===== config.mk =====
export PLATFORM = sky130hd
export DESIGN_NAME = rc_channel_to_vtx_frequency_command
export DESIGN_NICKNAME = d
export VERILOG_FILES = /design/src/design/rcvtx_pkg.sv /design/src/design/rcvtx_ctrl.sv /design/src/design/rcvtx_dp.sv /design/src/design/rc_channel_to_vtx_frequency_command.sv
export SDC_FILE = /design/constraint.sdc
export NUM_CORES = 1
export LEC_CHECK = 0
export BUFFER_PORTS_ARGS = -buffer_cell sky130_fd_sc_hd__clkbuf_2
export CORE_UTILIZATION = 45
export DETAILED_ROUTE_END_ITERATION = 8
export PLACE_DENSITY = 0.68
export SLEW_MARGIN = 10
export SYNTH_ARGS = -nofsm -noshare
export SYNTH_HDL_FRONTEND = slang
export SYNTH_SLANG_ARGS = --single-unit

===== constraint.sdc =====
create_clock -name clk -period 4.35 [get_ports clk]
set_input_delay 0.2175 -clock clk [delete_from_list [all_inputs] [get_ports clk]]
set_output_delay 0.2175 -clock clk [all_outputs]
set_load 0.02 [all_outputs]

===== src/design/rcvtx_pkg.sv =====
package rcvtx_pkg;

  localparam int unsigned DefChannelWidth = 11;

  localparam logic [15:0] IntervalReset = 16'd500;
  localparam logic [3:0]  RepeatsReset  = 4'd5;
  localparam logic [3:0]  MaxCopies     = 4'd8;
  localparam logic [3:0]  NoCode        = 4'd15;

  localparam int unsigned FrameLen = 6;

  localparam logic [7:0] ByteStart  = 8'h02;
  localparam logic [7:0] ByteLength = 8'h06;
  localparam logic [7:0] ByteCmd    = 8'h31;
  localparam logic [7:0] ByteEnd    = 8'h03;

  // Configuration register indexes.
  localparam logic CfgInterval = 1'b0;
  localparam logic CfgRepeats  = 1'b1;

  // Input item kinds carried on tuser.
  localparam logic ReqTick   = 1'b0;
  localparam logic ReqSample = 1'b1;

  // Byte positions inside one frame.
  localparam logic [2:0] PosStart  = 3'd0;
  localparam logic [2:0] PosLength = 3'd1;
  localparam logic [2:0] PosCmd    = 3'd2;
  localparam logic [2:0] PosCode   = 3'd3;
  localparam logic [2:0] PosCrc    = 3'd4;
  localparam logic [2:0] PosEnd    = 3'd5;

  // Controller to datapath commands.
  typedef struct packed {
    logic accept;   // input request taken this cycle
    logic advance;  // output byte taken this cycle
  } rcvtx_cmd_t;

  // Datapath to controller status.
  typedef struct packed {
    logic start;    // accepted sample opens a burst
    logic last;     // current byte closes the burst
  } rcvtx_stat_t;

  // Band code from a channel value in microseconds.
  function automatic logic [2:0] quantize(input logic [15:0] v);
    logic [2:0] code;
    code = 3'd0;
    if (v >= 16'd1000) code = 3'd1;
    if (v >= 16'd1100) code = 3'd2;
    if (v >= 16'd1210) code = 3'd3;
    if (v >= 16'd1350) code = 3'd4;
    if (v >= 16'd1450) code = 3'd5;
    if (v >= 16'd1560) code = 3'd6;
    if (v >= 16'd1875) code = 3'd7;
    return code;
  endfunction

  // One byte of the command frame.
  function automatic logic [7:0] frame_byte(input logic [2:0] pos, input logic [3:0] code);
    logic [7:0] b;
    unique case (pos)
      PosStart:  b = ByteStart;
      PosLength: b = ByteLength;
      PosCmd:    b = ByteCmd;
      PosCode:   b = {4'd0, code};
      PosCrc:    b = ByteLength ^ ByteCmd ^ {4'd0, code};
      PosEnd:    b = ByteEnd;
      default:   b = ByteEnd;
    endcase
    return b;
  endfunction

endpackage


===== src/design/rcvtx_ctrl.sv =====
module rcvtx_ctrl
  import rcvtx_pkg::*;
(
  input  logic        clk,
  input  logic        rst_n,
  input  logic        in_valid,
  input  logic        out_ready,
  input  rcvtx_stat_t stat,
  output logic        in_ready,
  output logic        out_valid,
  output rcvtx_cmd_t  cmd
);

  localparam logic StIdle = 1'b0;
  localparam logic StSend = 1'b1;

  logic state_r;
  logic state_nxt;

  assign in_ready    = (state_r == StIdle);
  assign out_valid   = (state_r == StSend);
  assign cmd.accept  = in_valid & in_ready;
  assign cmd.advance = out_valid & out_ready;

  always_comb begin
    state_nxt = state_r;
    unique case (state_r)
      StIdle: begin
        if (cmd.accept && stat.start) state_nxt = StSend;
      end
      StSend: begin
        if (cmd.advance && stat.last) state_nxt = StIdle;
      end
      default: state_nxt = StIdle;
    endcase
  end

  always_ff @(posedge clk) begin
    if (!rst_n) begin
      state_r <= StIdle;
    end else begin
      state_r <= state_nxt;
    end
  end

endmodule


===== src/design/rcvtx_dp.sv =====
module rcvtx_dp
  import rcvtx_pkg::*;
#(
  parameter int unsigned CHANNEL_WIDTH = DefChannelWidth
) (
  input  logic                     clk,
  input  logic                     rst_n,
  input  rcvtx_cmd_t               cmd,
  input  logic                     req_type,
  input  logic [CHANNEL_WIDTH-1:0] channel_value,
  input  logic                     cfg_we,
  input  logic                     cfg_idx,
  input  logic [15:0]              cfg_wdata,
  output rcvtx_stat_t              stat,
  output logic [7:0]               tx_byte
);

  logic [15:0] interval_r;
  logic [3:0]  repeats_r;
  logic [15:0] ms_r,        ms_nxt;
  logic [3:0]  sent_r,      sent_nxt;
  logic [2:0]  pos_r,       pos_nxt;
  logic [3:0]  copies_r,    copies_nxt;

  logic        due;
  logic [3:0]  new_code;
  logic [3:0]  copies;

  assign due      = (ms_r > interval_r);
  assign new_code = {1'b0, quantize(16'(channel_value))};
  assign copies   = (repeats_r > MaxCopies) ? MaxCopies : repeats_r;

  assign stat.start = (req_type == ReqSample) && due && (new_code != sent_r) &&
                      (copies != 4'd0);
  assign stat.last  = (pos_r == PosEnd) && (copies_r == 4'd1);

  assign tx_byte = frame_byte(pos_r, sent_r);

  always_comb begin
    ms_nxt     = ms_r;
    sent_nxt   = sent_r;
    pos_nxt    = pos_r;
    copies_nxt = copies_r;
    if (cmd.accept) begin
      if (req_type == ReqTick) begin
        if (ms_r != 16'hFFFF) ms_nxt = ms_r + 16'd1;
      end else if (due) begin
        ms_nxt     = 16'd0;
        sent_nxt   = new_code;
        pos_nxt    = PosStart;
        copies_nxt = copies;
      end
    end else if (cmd.advance) begin
      if (pos_r == PosEnd) begin
        pos_nxt    = PosStart;
        copies_nxt = copies_r - 4'd1;
      end else begin
        pos_nxt = pos_r + 3'd1;
      end
    end
  end

  always_ff @(posedge clk) begin
    if (!rst_n) begin
      interval_r <= IntervalReset;
      repeats_r  <= RepeatsReset;
      ms_r       <= 16'd0;
      sent_r     <= NoCode;
      pos_r      <= PosStart;
      copies_r   <= 4'd0;
    end else begin
      if (cfg_we) begin
        unique case (cfg_idx)
          CfgInterval: interval_r <= cfg_wdata;
          CfgRepeats:  repeats_r  <= cfg_wdata[3:0];
          default:     interval_r <= interval_r;
        endcase
      end
      ms_r     <= ms_nxt;
      sent_r   <= sent_nxt;
      pos_r    <= pos_nxt;
      copies_r <= copies_nxt;
    end
  end

endmodule


===== src/design/rc_channel_to_vtx_frequency_command.sv =====
// A burst starts the cycle after the sample that opens it.
// Throughput: one request per cycle while idle; a burst then sends 6 * min(frame_repeats, 8)
// bytes, one per cycle while out_tready is high.
// No request is taken while a burst is being sent.
// Reset (rst_n low at a clock edge): interval 500 ms, five repeats, counter zero, no code sent.
module rc_channel_to_vtx_frequency_command
  import rcvtx_pkg::*;
#(
  parameter int unsigned CHANNEL_WIDTH = DefChannelWidth
) (
  input  logic                                  clk,
  input  logic                                  rst_n,
  // Request channel.
  input  logic                                  in_tvalid,
  output logic                                  in_tready,
  input  logic [((CHANNEL_WIDTH + 7) / 8)*8-1:0] in_tdata,  // [CHANNEL_WIDTH-1:0] channel_value
  input  logic                                  in_tuser,  // [0] req_type
  // Command byte channel.
  output logic                                  out_tvalid,
  input  logic                                  out_tready,
  output logic [7:0]                            out_tdata, // [7:0] tx_byte
  output logic                                  out_tlast, // last_byte
  // Configuration write channel.
  input  logic                                  cfg_valid,
  output logic                                  cfg_ready,
  input  logic                                  cfg_index,
  input  logic [15:0]                           cfg_data
);

  rcvtx_cmd_t  cmd;
  rcvtx_stat_t stat;

  // Configuration writes are always taken; they only change the registers
  // read when the next request arrives.
  assign cfg_ready = 1'b1;

  // The controller owns the handshakes: it is either waiting for a request
  // or walking through a burst.
  rcvtx_ctrl u_ctrl (
    .clk       (clk),
    .rst_n     (rst_n),
    .in_valid  (in_tvalid),
    .out_ready (out_tready),
    .stat      (stat),
    .in_ready  (in_tready),
    .out_valid (out_tvalid),
    .cmd       (cmd)
  );

  // The datapath keeps the millisecond counter, the last sent band code,
  // the configuration and the byte position inside the burst. The output
  // byte comes from registered position and code only, so it holds steady
  // while the sink stalls.
  rcvtx_dp #(
    .CHANNEL_WIDTH (CHANNEL_WIDTH)
  ) u_dp (
    .clk           (clk),
    .rst_n         (rst_n),
    .cmd           (cmd),
    .req_type      (in_tuser),
    .channel_value (in_tdata[CHANNEL_WIDTH-1:0]),
    .cfg_we        (cfg_valid & cfg_ready),
    .cfg_idx       (cfg_index),
    .cfg_wdata     (cfg_data),
    .stat          (stat),
    .tx_byte       (out_tdata)
  );

  assign out_tlast = stat.last;

  // Requests and bytes never overlap.
  a_no_overlap: assert property (@(posedge clk) disable iff (!rst_n)
    out_tvalid |-> !in_tready)
    else $error("request taken during a burst");

  // The burst ends exactly after its last byte.
  a_burst_end: assert property (@(posedge clk) disable iff (!rst_n)
    out_tvalid && out_tready && out_tlast |=> !out_tvalid)
    else $error("burst continues past its last byte");

  // Each burst opens with the start byte.
  a_burst_start: assert property (@(posedge clk) disable iff (!rst_n)
    $rose(out_tvalid) |-> out_tdata == ByteStart)
    else $error("burst does not open with the start byte");

  // The last byte of a burst is always the frame end byte.
  a_last_is_end: assert property (@(posedge clk) disable iff (!rst_n)
    out_tvalid && out_tlast |-> out_tdata == ByteEnd)
    else $error("burst closes inside a frame");

endmodule


* Yosys cells after proc, flatten, opt, wreduce, memory -nomap -nowiden *
Cells that the tools add are included.

word-level totals
  bits in registers = 48
  input port bits = 39
  logic and storage cells = 77
  output and inout bits = 12

cells by class
  magnitude comparators = 9
  reduce and logical (&&, ||, !) cells = 17
  equality and inequality tests = 11
  muxes and demuxes = 25
  bitwise gates (word level) = 5
  $add $sub $neg = 3

operators with widths
  cell                                                                 count
  greater-or-equal comparator 11 bit, second input constant            6
  two-way mux 16 bit                                                   3
  two-way mux 3 bit                                                    11
  one-hot mux 6 bit (5 select lines)                                   1
  two-way mux 4 bit                                                    6
  adder 16 x 1 -> 16 bit, second input constant                        1
  greater-than comparator 16 bit                                       1
  inequality test 16 bit, second input constant                        1
  greater-or-equal comparator 11 x 10 -> 1 bit, second input constant  1
  AND reduction 3 bit                                                  3
  == test 3 x 2 -> 1 bit, second input constant                        2
  == test 3 bit, second input constant                                 2
  logical AND 1 bit                                                    6
  nonzero test 2 bit                                                   3
  NOT 3 -> 5 bit                                                       1
  == test 4 x 1 -> 1 bit, second input constant                        1
  greater-than comparator 4 bit, second input constant                 1
  inequality test 2 x 1 -> 1 bit, second input constant                2
  inequality test 3 x 4 -> 1 bit                                       1
  AND reduction 2 bit                                                  2
  AND reduction 4 bit                                                  1
  nonzero test 4 bit                                                   1
  subtractor 4 x 1 -> 4 bit, second input constant                     1
  adder 3 x 1 -> 3 bit, second input constant                          1
  other kinds (7)                                                      11

* Longest topological paths before layout *
Gate-level depths: netlist of run 1.

  depth after elaboration = 14
  depth in mapped cells = 9
  depth with buffers taken out = 8

* Cells and area by module *
Synthesis of run 1 repeated with hierarchy kept, for this count alone.

unflattened totals
  cell total of the unflattened synthesis = 372
  area, all modules = 2972.9 um2

by module, submodules not included
  module                               area an instance (um2)  times used  cells an instance  sequential area each (um2)
  rcvtx_dp                             2904.0                  1           363                940.9
  rcvtx_ctrl                           57.6                    1           7                  20.0
  rc_channel_to_vtx_frequency_command  11.3                    1           2                  0.0

* Worst setup path before layout of run 1 *
No wires, ideal clock.

  path type = register to register
  from = reg u_dp.pos_r[2]
  to = reg u_ctrl.state_r, in the netlist u_ctrl.out_valid
  data required time = 4.228 ns
  cell stages (with the launch flop) = 7
  path buffers = 1
  setup slack = 1.875 ns
  arrival time = 2.354 ns
  cell sequence = dfxtp_1 > buf_4 > nand3b_1 > nor4b_1 > a211oi_1 > or4_1 > o32a_1

between the ends
  longest elaborated chain between the ends = 5

ends and longest elaborated chain
  element                             line                                       text
  start: declaration                  rcvtx_dp.sv:22                             logic [2:0] pos_r, pos_nxt;
  start signal: assignment            rcvtx_dp.sv:69                             pos_r <= PosStart;
  start signal: assignment            rcvtx_dp.sv:81                             pos_r <= pos_nxt;
  == test 3 bit                       rcvtx_dp.sv:35                             assign stat.last = (pos_r == PosEnd) && (copies_r == 4'd1);
  logical AND 1 bit                   rcvtx_dp.sv:35
  via out_tlast                       rc_channel_to_vtx_frequency_command.sv:22  output logic out_tlast,
  logical AND 1 bit                   rcvtx_ctrl.sv:32                           if (cmd.advance && stat.last) state_nxt = StIdle;
  two-way mux 1 bit                   rcvtx_ctrl.sv:32
  one-hot mux 1 bit (2 select lines)  rcvtx_ctrl.sv:27                           unique case (state_r)
  end signal: assignment              rcvtx_ctrl.sv:40                           state_r <= StIdle;
  end signal: assignment              rcvtx_ctrl.sv:42                           state_r <= state_nxt;
  end: declaration                    rcvtx_ctrl.sv:17                           logic state_r;

The timed path passes the listed nets, and every way through them passes these cells.
A chain may end at the register's enable or synchronous reset.

* Worst setup path in the final report of run 1 *
  from = reg u_dp.interval_r[15]
  to = reg u_dp.ms_r[9]

between the ends
  longest elaborated chain between the ends = 3

ends and longest elaborated chain
  element                                   line            text
  start: declaration                        rcvtx_dp.sv:18  logic [15:0] interval_r;
  start signal: assignment                  rcvtx_dp.sv:65  interval_r <= IntervalReset;
  start signal: assignment                  rcvtx_dp.sv:74  CfgInterval: interval_r <= cfg_wdata;
  start signal: assignment                  rcvtx_dp.sv:76  default: interval_r <= interval_r;
  greater-than comparator 16 bit            rcvtx_dp.sv:29  assign due = (ms_r > interval_r);
  inequality test 2 x 1 -> 1 bit (no line)  n/a
  AND reduction 3 bit (no line)             n/a
  end signal: assignment                    rcvtx_dp.sv:79  ms_r <= ms_nxt;
  end: declaration                          rcvtx_dp.sv:20  logic [15:0] ms_r, ms_nxt;

No other way between the ends.

==> metrics.cfg, run 1 <==
[timing]
setup_ws_ns = 1.59
setup_tns_ns = 0
final.setup_skew_ns = 0.00866
period_minus_slack_ns = 2.76
worst_hold_slack_ns = 0.129
finalHoldViolations = 0
timing.final.crit_share = 0.636
max_freq_mhz = 362
worst_pin_slew_ns = 1.04
final_max_slew_viol_count = 0
rsz0062_at_grt = no
max-slew-margin-rel = 0.303
setup_viol = 0

[worst_setup_path]
arrival_ns = 2.95
regToRegSetupSlack_ns = 1.59
worstSetupEndpointType = flop
worstPathMaxFanout = 14
required_ns = 4.54
crit_path_start_kind = flop
critPathKind = flop to flop

[clocking]
htree_num_levels = 2
cts_tree = yes
numClockSinks = 48
cts_resized = 0
hold_buffers = 0
cts_root_buffer = clkbuf_8
cts_buffer_depth = 2
path_clk_slew_ns = 0.10
worstSkewPairLatency_ns = 0.30
numCtsBuffers = 5
cts_setup_buffers = 0

[cells_and_area]
synthToLayoutAreaGrowth_pct = 10.6
design_area_sq_um = 3310
stdcell_count = 493
final_util = 0.518
diodes = 0
layout-drive-gt1-share = 0.147
fill_cells = 627
num-nets-final = 474

[power_and_ir_drop]
power.switching_mw = 0.223
power_density_nw_per_um2 = 266
p_int_mw = 0.658
p_comb_frac = 0.113
p_seq_frac = 0.517
ir_drop_uv = 182
swShare = 0.253
p_total_mw = 0.881
leakage_nw = 1.38
pwr-share-clk = 0.370

[yosys]
yosys-top-cells-area = dfxtp_1 32%, ha_1 8.4%, nand2_1 6.9%
ys_ff_latch = 48
synth_cell_types = 56
yosysTopAreaCellShare = 0.321
syn_area_sq_um = 2990
ys_seq_area_frac = 0.321
async_reset_ff_frac = 0
yosysTopAreaCell = dfxtp_1
synth.avg_cell_area_sq_um = 7.77
synth-warning-count = 0
syn_inst = 385
synth_edf_count = 0
yosys-top-cells-count = 55 x nand2_1, 48 x dfxtp_1, 33 x a21oi_1
synth_ff_type = dfxtp_1
synthMostInstantiatedCell = nand2_1

[run_status]
outcome = finished, final reports clean

[drt]
drt-pass1-iter-count = 4
routed_wl_um = 6680
initialDrtViolationCount = 115
routedWlPerCell_um = 13.6
postRouteAntennaNets = 0
drc = 0
vias = 2819
vias_per_cell = 5.72

[floorplanning]
die_y_um = 83.6
start_util = 0.469
ioPinCount = 51
core_region_area_sq_um = 6390
rows = 29
die-area_sq_um = 6980
die_w_um = 83.6

[job]
max_cap_violations = 0

[global_route]
grt_pass1_wl_um = 11600
grt_max_degree = 23
grt_pass1_vias = 2562
antenna_found_initial = 0
grt-ovfl-total = 0
grt_usage = 0.201

[worst_hold_path]
hp-class = input pin to flop

[placement]
dp.cells = 485
dpl-instance-area_sq_um = 3200
portBuffers = 42
routabilityCongestion = 0.818
post-place-ws_ns = 1.63
place_hpwl_um = 4950

[cell families (layout without fill, tap and decap cells)]
kind of cell | Yosys count | after routing | synth area share
simple gates | 156 | 156 | 0.256
compound gates | 93 | 93 | 0.212
buf+inv | 49 | 79 | 0.0736
flops | 48 | 48 | 0.321
fa+ha+maj | 20 | 20 | 0.0836
xor+xnor | 14 | 14 | 0.0410
mux | 3 | 3 | 0.0105
other cells | 2 | 3 | 0.00251
[cell usage in the layout, fill, tap and decap left out, types with 3 or more instances in the layout]
cell type	count
nand2_1	55
dfxtp_1	48
clkbuf_2	42
a21oi_1	33
inv_1	27
nor2_1	26
ha_1	20
nand3_1	17
nand4_1	15
o211ai_1	11
o21ai_0	10
xor2_1	10
nor3_1	7
a31oi_1	7
nand3b_1	5
nor4_1	5
clkbuf_8	5
xnor2_1	4
nor2b_1	4
o31ai_1	4
and3_1	4
o32a_1	3
a211o_1	3
nor3b_1	3
a211oi_1	3
conb_1	3
[power groups by stage]
stage | logic (mW) | registers, mW | clock network (mW)
floorplan | 0.0690 | 0.464 | 0
global placement | 0.0971 | 0.466 | 0
detailed placement | 0.0989 | 0.466 | 0
CTS | 0.0995 | 0.456 | 0.332
global route | 0.114 | 0.457 | 0.356
finish | 0.0994 | 0.456 | 0.326
[state kept, by name, indices dropped and copies added, names as in the netlist]
name	count
u_dp.sent_r	4
u_dp.copies_r	4
u_dp.ms_r	16
u_ctrl.out_valid	1
u_dp.repeats_r	4
u_dp.pos_r	3
u_dp.interval_r	16
[critical path, stage by stage, from the launching register on]
cell and delay, ns:
dfxtp_1 0.35, inv_1 0.05, ha_1 0.30, nand4_1 0.19, a2111oi_0 0.78, o31ai_1 0.25, buf_4 0.24, nand2_1 0.39
nor2_1 0.10
[layer usage]
layer,up-vias,part of all wire,GRT usage
li1,1438,-,-
met3,5,0.054,0.0465
met4,0,0.0075,0.0601
met1,1298,0.49,0.270
met5,-,0,0
met2,78,0.45,0.320
[final timing paths]
path,from,endpoint,depth (start not counted)
max,u_dp.interval_r[15],u_dp.ms_r[9],8
min,cfg_data[9],u_dp.interval_r[9],3
max reg2reg,u_dp.interval_r[15],u_dp.ms_r[9],8
min reg2reg,u_dp.interval_r[11],u_dp.interval_r[11],2
[cell type report]
cell class / count / area, sq um / area share
inverter: 27 / 101 / 0.0306
timing repair buffer: 44 / 225 / 0.0680
multi-input combinational: 289 / 1820 / 0.548
clock inverter: 3 / 42.5 / 0.0128
sequential: 48 / 961 / 0.290
tap: 77 / 96.3 / 0.0291
clock buffer: 5 / 68.8 / 0.0208
(Power assumes the default switching activity.)
==> inputs of run 2 (changes only) <==
ABC_AREA = 1   (was not set)
PLACE_DENSITY = 0.71   (was 0.68)
clock period = 2.37 ns   (was 4.35 ns; I/O delays follow)
==> run 2 against run 1 <==
Against the previous run:
- the run now ends with DRC left
- synthesized area grew 1.5%
- clock power grew 110%
- global-route usage grew 0.42 points
- sequential power grew 85%
==> metrics.cfg, run 2 <==
[run_status]
outcome = complete, but fails checks
violations = DRC

[clocking]
hold_buffers = 0
cts_root_buffer = clkbuf_8
cts_setup_buffers = 0
cts_tree = yes
numClockSinks = 48
cts_resized = 0
path_clk_slew_ns = 0.09
cts_buffer_depth = 2
worstSkewPairLatency_ns = 0.31
numCtsBuffers = 5
htree_num_levels = 2

[placement]
post-place-ws_ns = 0.326
dpl-instance-area_sq_um = 3390
routabilityCongestion = 0.861
portBuffers = 42
dp.cells = 586
place_hpwl_um = 5300

[job]
max_cap_violations = 0

[power_and_ir_drop]
p_total_mw = 1.75
ir_drop_uv = 322
leakage_nw = 1.69
power_density_nw_per_um2 = 496

[yosys]
async_reset_ff_frac = 0
synth_cell_types = 34
synth.avg_cell_area_sq_um = 6.56
yosys-top-cells-area = dfxtp_1 32%, nand2_1 12%, ha_1 8.2%
ys_seq_area_frac = 0.316
synth-warning-count = 0
syn_inst = 463
ys_ff_latch = 48
synthMostInstantiatedCell = nand2_1
synth_edf_count = 0
yosysTopAreaCellShare = 0.316
synth_ff_type = dfxtp_1
syn_area_sq_um = 3040
yosysTopAreaCell = dfxtp_1
yosys-top-cells-count = 101 x nand2_1, 66 x inv_1, 48 x dfxtp_1

[drt]
routedWlPerCell_um = 11.3
routed_wl_um = 6710
vias = 3049
drt-pass1-iter-count = 6
vias_per_cell = 5.14
drc = 4
initialDrtViolationCount = 159
postRouteAntennaNets = 0

[worst_setup_path]
regToRegSetupSlack_ns = 0.31
worstPathMaxFanout = 7
arrival_ns = 2.29
crit_family = simple AND/OR/NAND/NOR gates
critPathKind = flop to flop
slowest_stage = dfxtp_1
cp_cell_sequence = ha_1, nand2_1, nor3_1, nand4_1, nor2_1, nor3_1, nand2_1, nand2_2, buf_4, nand2_1, nor2_1, nor3_1
worstSetupEndpointType = flop
required_ns = 2.60
critPathBufInv = 1
crit_path_start_kind = flop
max_stage_delay_ns = 0.39

[cells_and_area]
layout_common_cells = 101 x nand2_1, 66 x inv_1, 48 x dfxtp_1
diodes = 0
reg_top3 = u_dp.interval_r: 16 flops, u_dp.ms_r: 16 flops
stdcell_count = 593
layout-drive-gt1-share = 0.143
design_area_sq_um = 3520
synthToLayoutAreaGrowth_pct = 15.9
num-nets-final = 575
layout_commonest_cell = nand2_1
final_util = 0.549
seq_area_sq_um = 961
multiInputGateArea_sq_um = 1750
fill_cells = 658

[timing]
final.setup_skew_ns = 0.0166
max_freq_mhz = 486
worst_hold_slack_ns = 0.0315
timing.final.crit_share = 0.868
finalHoldViolations = 0
setup_viol = 0
final_max_slew_viol_count = 0
setup_ws_ns = 0.312
setup_tns_ns = 0
period_minus_slack_ns = 2.06
rsz0062_at_grt = no

[floorplanning]
rows = 29
die_w_um = 84.2
start_util = 0.473
ioPinCount = 51
die_y_um = 84.2
die-area_sq_um = 7090
core_region_area_sq_um = 6420

[global_route]
grt-ovfl-total = 0
antenna_found_initial = 0
grt_pass1_wl_um = 11900
grt_max_degree = 21
grt_usage = 0.205
grt_pass1_vias = 2749

[worst_hold_path]
hp-class = input pin to flop

run 2: cell types whose count changed in the layout (fill, tap and decap cells not counted), sizes merged, moves of 5 or more:
cell / before / now
a21oi: 33 / 45
xor2: 10 / 5
nor2: 26 / 48
a31oi: 7 / 1
nand4: 15 / 7
buf: 2 / 15
nand2: 55 / 104
o21ai: 10 / 31
inv: 27 / 69
nand3: 17 / 32
run 2: tightest hold or removal path, cell delays in order:
cell	delay, ns
clkbuf_2	0.09
nand2_1	0.05
nand3_1	0.05
run 2: power by group:
part	internal [mW]	switching, mW	total, mW
registers	0.831	0.0108	0.842
clock network	0.415	0.279	0.694
logic	0.0812	0.130	0.211
total	1.33	0.419	1.75
run 2: routing by layer:
layer  share of wire  wire length, um  vias up  global-route usage
met2            0.47             3120       65               0.349
li1                -                -     1614                   -
met4           0.012               78        0              0.0533
met1            0.48             3190     1363               0.268
met3           0.047              318        7              0.0364
met5               0                0        -                   0
run 2: kinds of logic after synthesis:
logic type | share of synthesized area
buffers and inverters | 0.109
and+or+nand+nor | 0.291
AOI/OAI and AO/OA | 0.176
other | 0.00247
xor gates and xnor gates | 0.0231
DFF | 0.316
adders and majority gates | 0.0823
run 2: path summary, 6_finish.rpt:
check	end	cells past startpoint	from
min	u_dp.repeats_r[2]	3	cfg_data[2]
max reg2reg	u_dp.ms_r[3]	12	u_dp.ms_r[11]
min reg2reg	u_dp.interval_r[13]	2	u_dp.interval_r[13]
max	u_dp.ms_r[3]	12	u_dp.ms_r[11]
run 2: cell type report:
| type | count | share of cell area |
|---|---|---|
| Clock inverter | 2 | 0.0170 |
| Tap cell | 77 | 0.0273 |
| Inverter | 70 | 0.0746 |
| Clock buffer | 5 | 0.0195 |
| Timing Repair Buffer | 57 | 0.0916 |
| Multi-Input combinational cell | 334 | 0.497 |
| Sequential cell | 48 | 0.273 |
==> inputs of run 3 (changes only) <==
CORE_UTILIZATION = 40   (was 45)
CTS_CLUSTER_SIZE = 24   (was not set)
PLACE_DENSITY = 0.64   (was 0.71)
==> run 3 against run 2 <==
Against the previous run:
- non-clock buffer count increased by 1
- sequential share of layout area about the same
- largest power group unchanged
- first-iteration DRC count decreased by 18%
- die area increased by 12%
- the run now ends clean
- combinational power about the same
- total power decreased by 9.2%
- final cell count increased by 3.9%
- setup slack got worse by 0.010 ns
- critical endpoint is now u_dp.ms_r[12]
- design area about the same
==> metrics.cfg, run 3 (synthesized netlist as in run 2, its figures left out) <==
[run_status]
outcome = finished, final reports clean

[clocking]
cts_setup_buffers = 0
numClockSinks = 48
worstSkewPairLatency_ns = 0.30
cts_buffer_depth = 2
htree_num_levels = 2
path_clk_slew_ns = 0.09
hold_buffers = 0
cts_tree = yes
cts_resized = 0
cts_root_buffer = clkbuf_8
numCtsBuffers = 5

[timing]
finalHoldViolations = 0
max_freq_mhz = 483
timing.final.crit_share = 0.873
worst_hold_slack_ns = 0.0371
setup_tns_ns = 0
final.setup_skew_ns = 0.00950
period_minus_slack_ns = 2.07
rsz0062_at_grt = no
setup_viol = 0
final_max_slew_viol_count = 0

[floorplanning]
ioPinCount = 51
rows = 31
start_util = 0.417
die_w_um = 89.2
core_region_area_sq_um = 7290
die-area_sq_um = 7950
die_y_um = 89.2

[global_route]
grt-ovfl-total = 0
grt_max_degree = 22
grt_pass1_wl_um = 11700
grt_usage = 0.188
use_met1 = 0.248
gr-usage-met3 = 0.0323
antenna_found_initial = 0
grt_pass1_vias = 2671
grt_use_met2 = 0.315
busiest_layer = met2

[drt]
initialDrtViolationCount = 130
drc = 0
routedWlPerCell_um = 11.3
vias_per_cell = 4.94
routed_wl_um = 6950
postRouteAntennaNets = 0
drt-pass1-iter-count = 4
vias = 3042

[cells_and_area]
synthToLayoutAreaGrowth_pct = 16.0
diodes = 0
reg_top3 = u_dp.interval_r: 16 flops, u_dp.ms_r: 16 flops
layout-drive-gt1-share = 0.145
layout_common_cells = 101 x nand2_1, 66 x inv_1, 48 x dfxtp_1
layout_commonest_cell = nand2_1
stdcell_count = 616
num-nets-final = 576

[placement]
routabilityCongestion = 0.853
dp.cells = 609
portBuffers = 42
place_hpwl_um = 5480

[worst_setup_path]
worstPathMaxFanout = 7
required_ns = 2.60
crit_path_start_kind = flop
worstSetupEndpointType = flop
regToRegStartpoint = u_dp.ms_r[1]
arrival_ns = 2.30
critPathKind = flop to flop
cp-startpoint = u_dp.ms_r[1]

[worst_hold_path]
hp-class = input pin to flop
hp-start = cfg_data[0]

[job]
max_cap_violations = 0

[power_and_ir_drop]
ir_drop_uv = 210
p_total_mw = 1.59
leakage_nw = 1.68
power_density_nw_per_um2 = 450

==> run 3: cell types whose count changed in the layout (fill, tap and decap cells not counted), sizes merged <==
cell / previous run / this run
buf: 15 / 16
clkbuf: 47 / 49
bufinv: 2 / 0
==> run 3: layout make-up <==
| class | count | area (sq um) |
|---|---|---|
| fill | 820 | 3770 |
| multi-input combinational | 334 | 1750 |
| sequential | 48 | 961 |
| timing repair buffer | 58 | 330 |
| inverter | 70 | 263 |
| tap | 99 | 124 |
| clock buffer | 7 | 96.3 |
==> run 3: power by group <==
group / leakage [nW] / internal, mW / switching (mW) / total, mW
logic: 1.24 / 0.0793 / 0.132 / 0.211
registers: 0.391 / 0.831 / 0.0109 / 0.842
clock network: 0.0503 / 0.260 / 0.273 / 0.533
total: 1.68 / 1.17 / 0.416 / 1.59
==> run 3: final timing paths <==
kind,slack [ns],cells after the start,end
worst min-delay path,0.04,3,u_dp.repeats_r[0]
worst min register to register,0.46,2,u_dp.interval_r[10]
worst max-delay path,0.30,13,u_dp.ms_r[12]
worst max register to register,0.30,13,u_dp.ms_r[12]
==> run 3: through the flow <==
step           cell area, sq um   util  setup slack, ns
2_1_floorplan              3040      -            0.564
3_3_place_gp               3430  0.470            0.339
3_5_place_dp               3430  0.470            0.318
4_1_cts                    3530  0.484            0.287
5_1_grt                    3530  0.484           0.0387
6_report                   3530  0.484            0.301
==> run 3: worst max-delay path, cell delays in order (launching register included) <==
cell and delay (ns):
dfxtp_1 0.45, ha_1 0.29, a21oi_1 0.14, o21ai_0 0.09
nand2_1 0.06, nand3_1 0.08, nand2_1 0.07, nand2_1 0.04
nand2_1 0.23, nand2_2 0.09, buf_4 0.17, nand2_1 0.10
nor2_1 0.05, nor3_1 0.15
==> run 3: metal layers <==
layer	vias to the layer above	wire (um)	share of wire
li1	1623	-	-
met1	1345	3410	0.49
met2	68	3160	0.46
met3	6	296	0.043
met4	0	77	0.011
met5	-	0	0
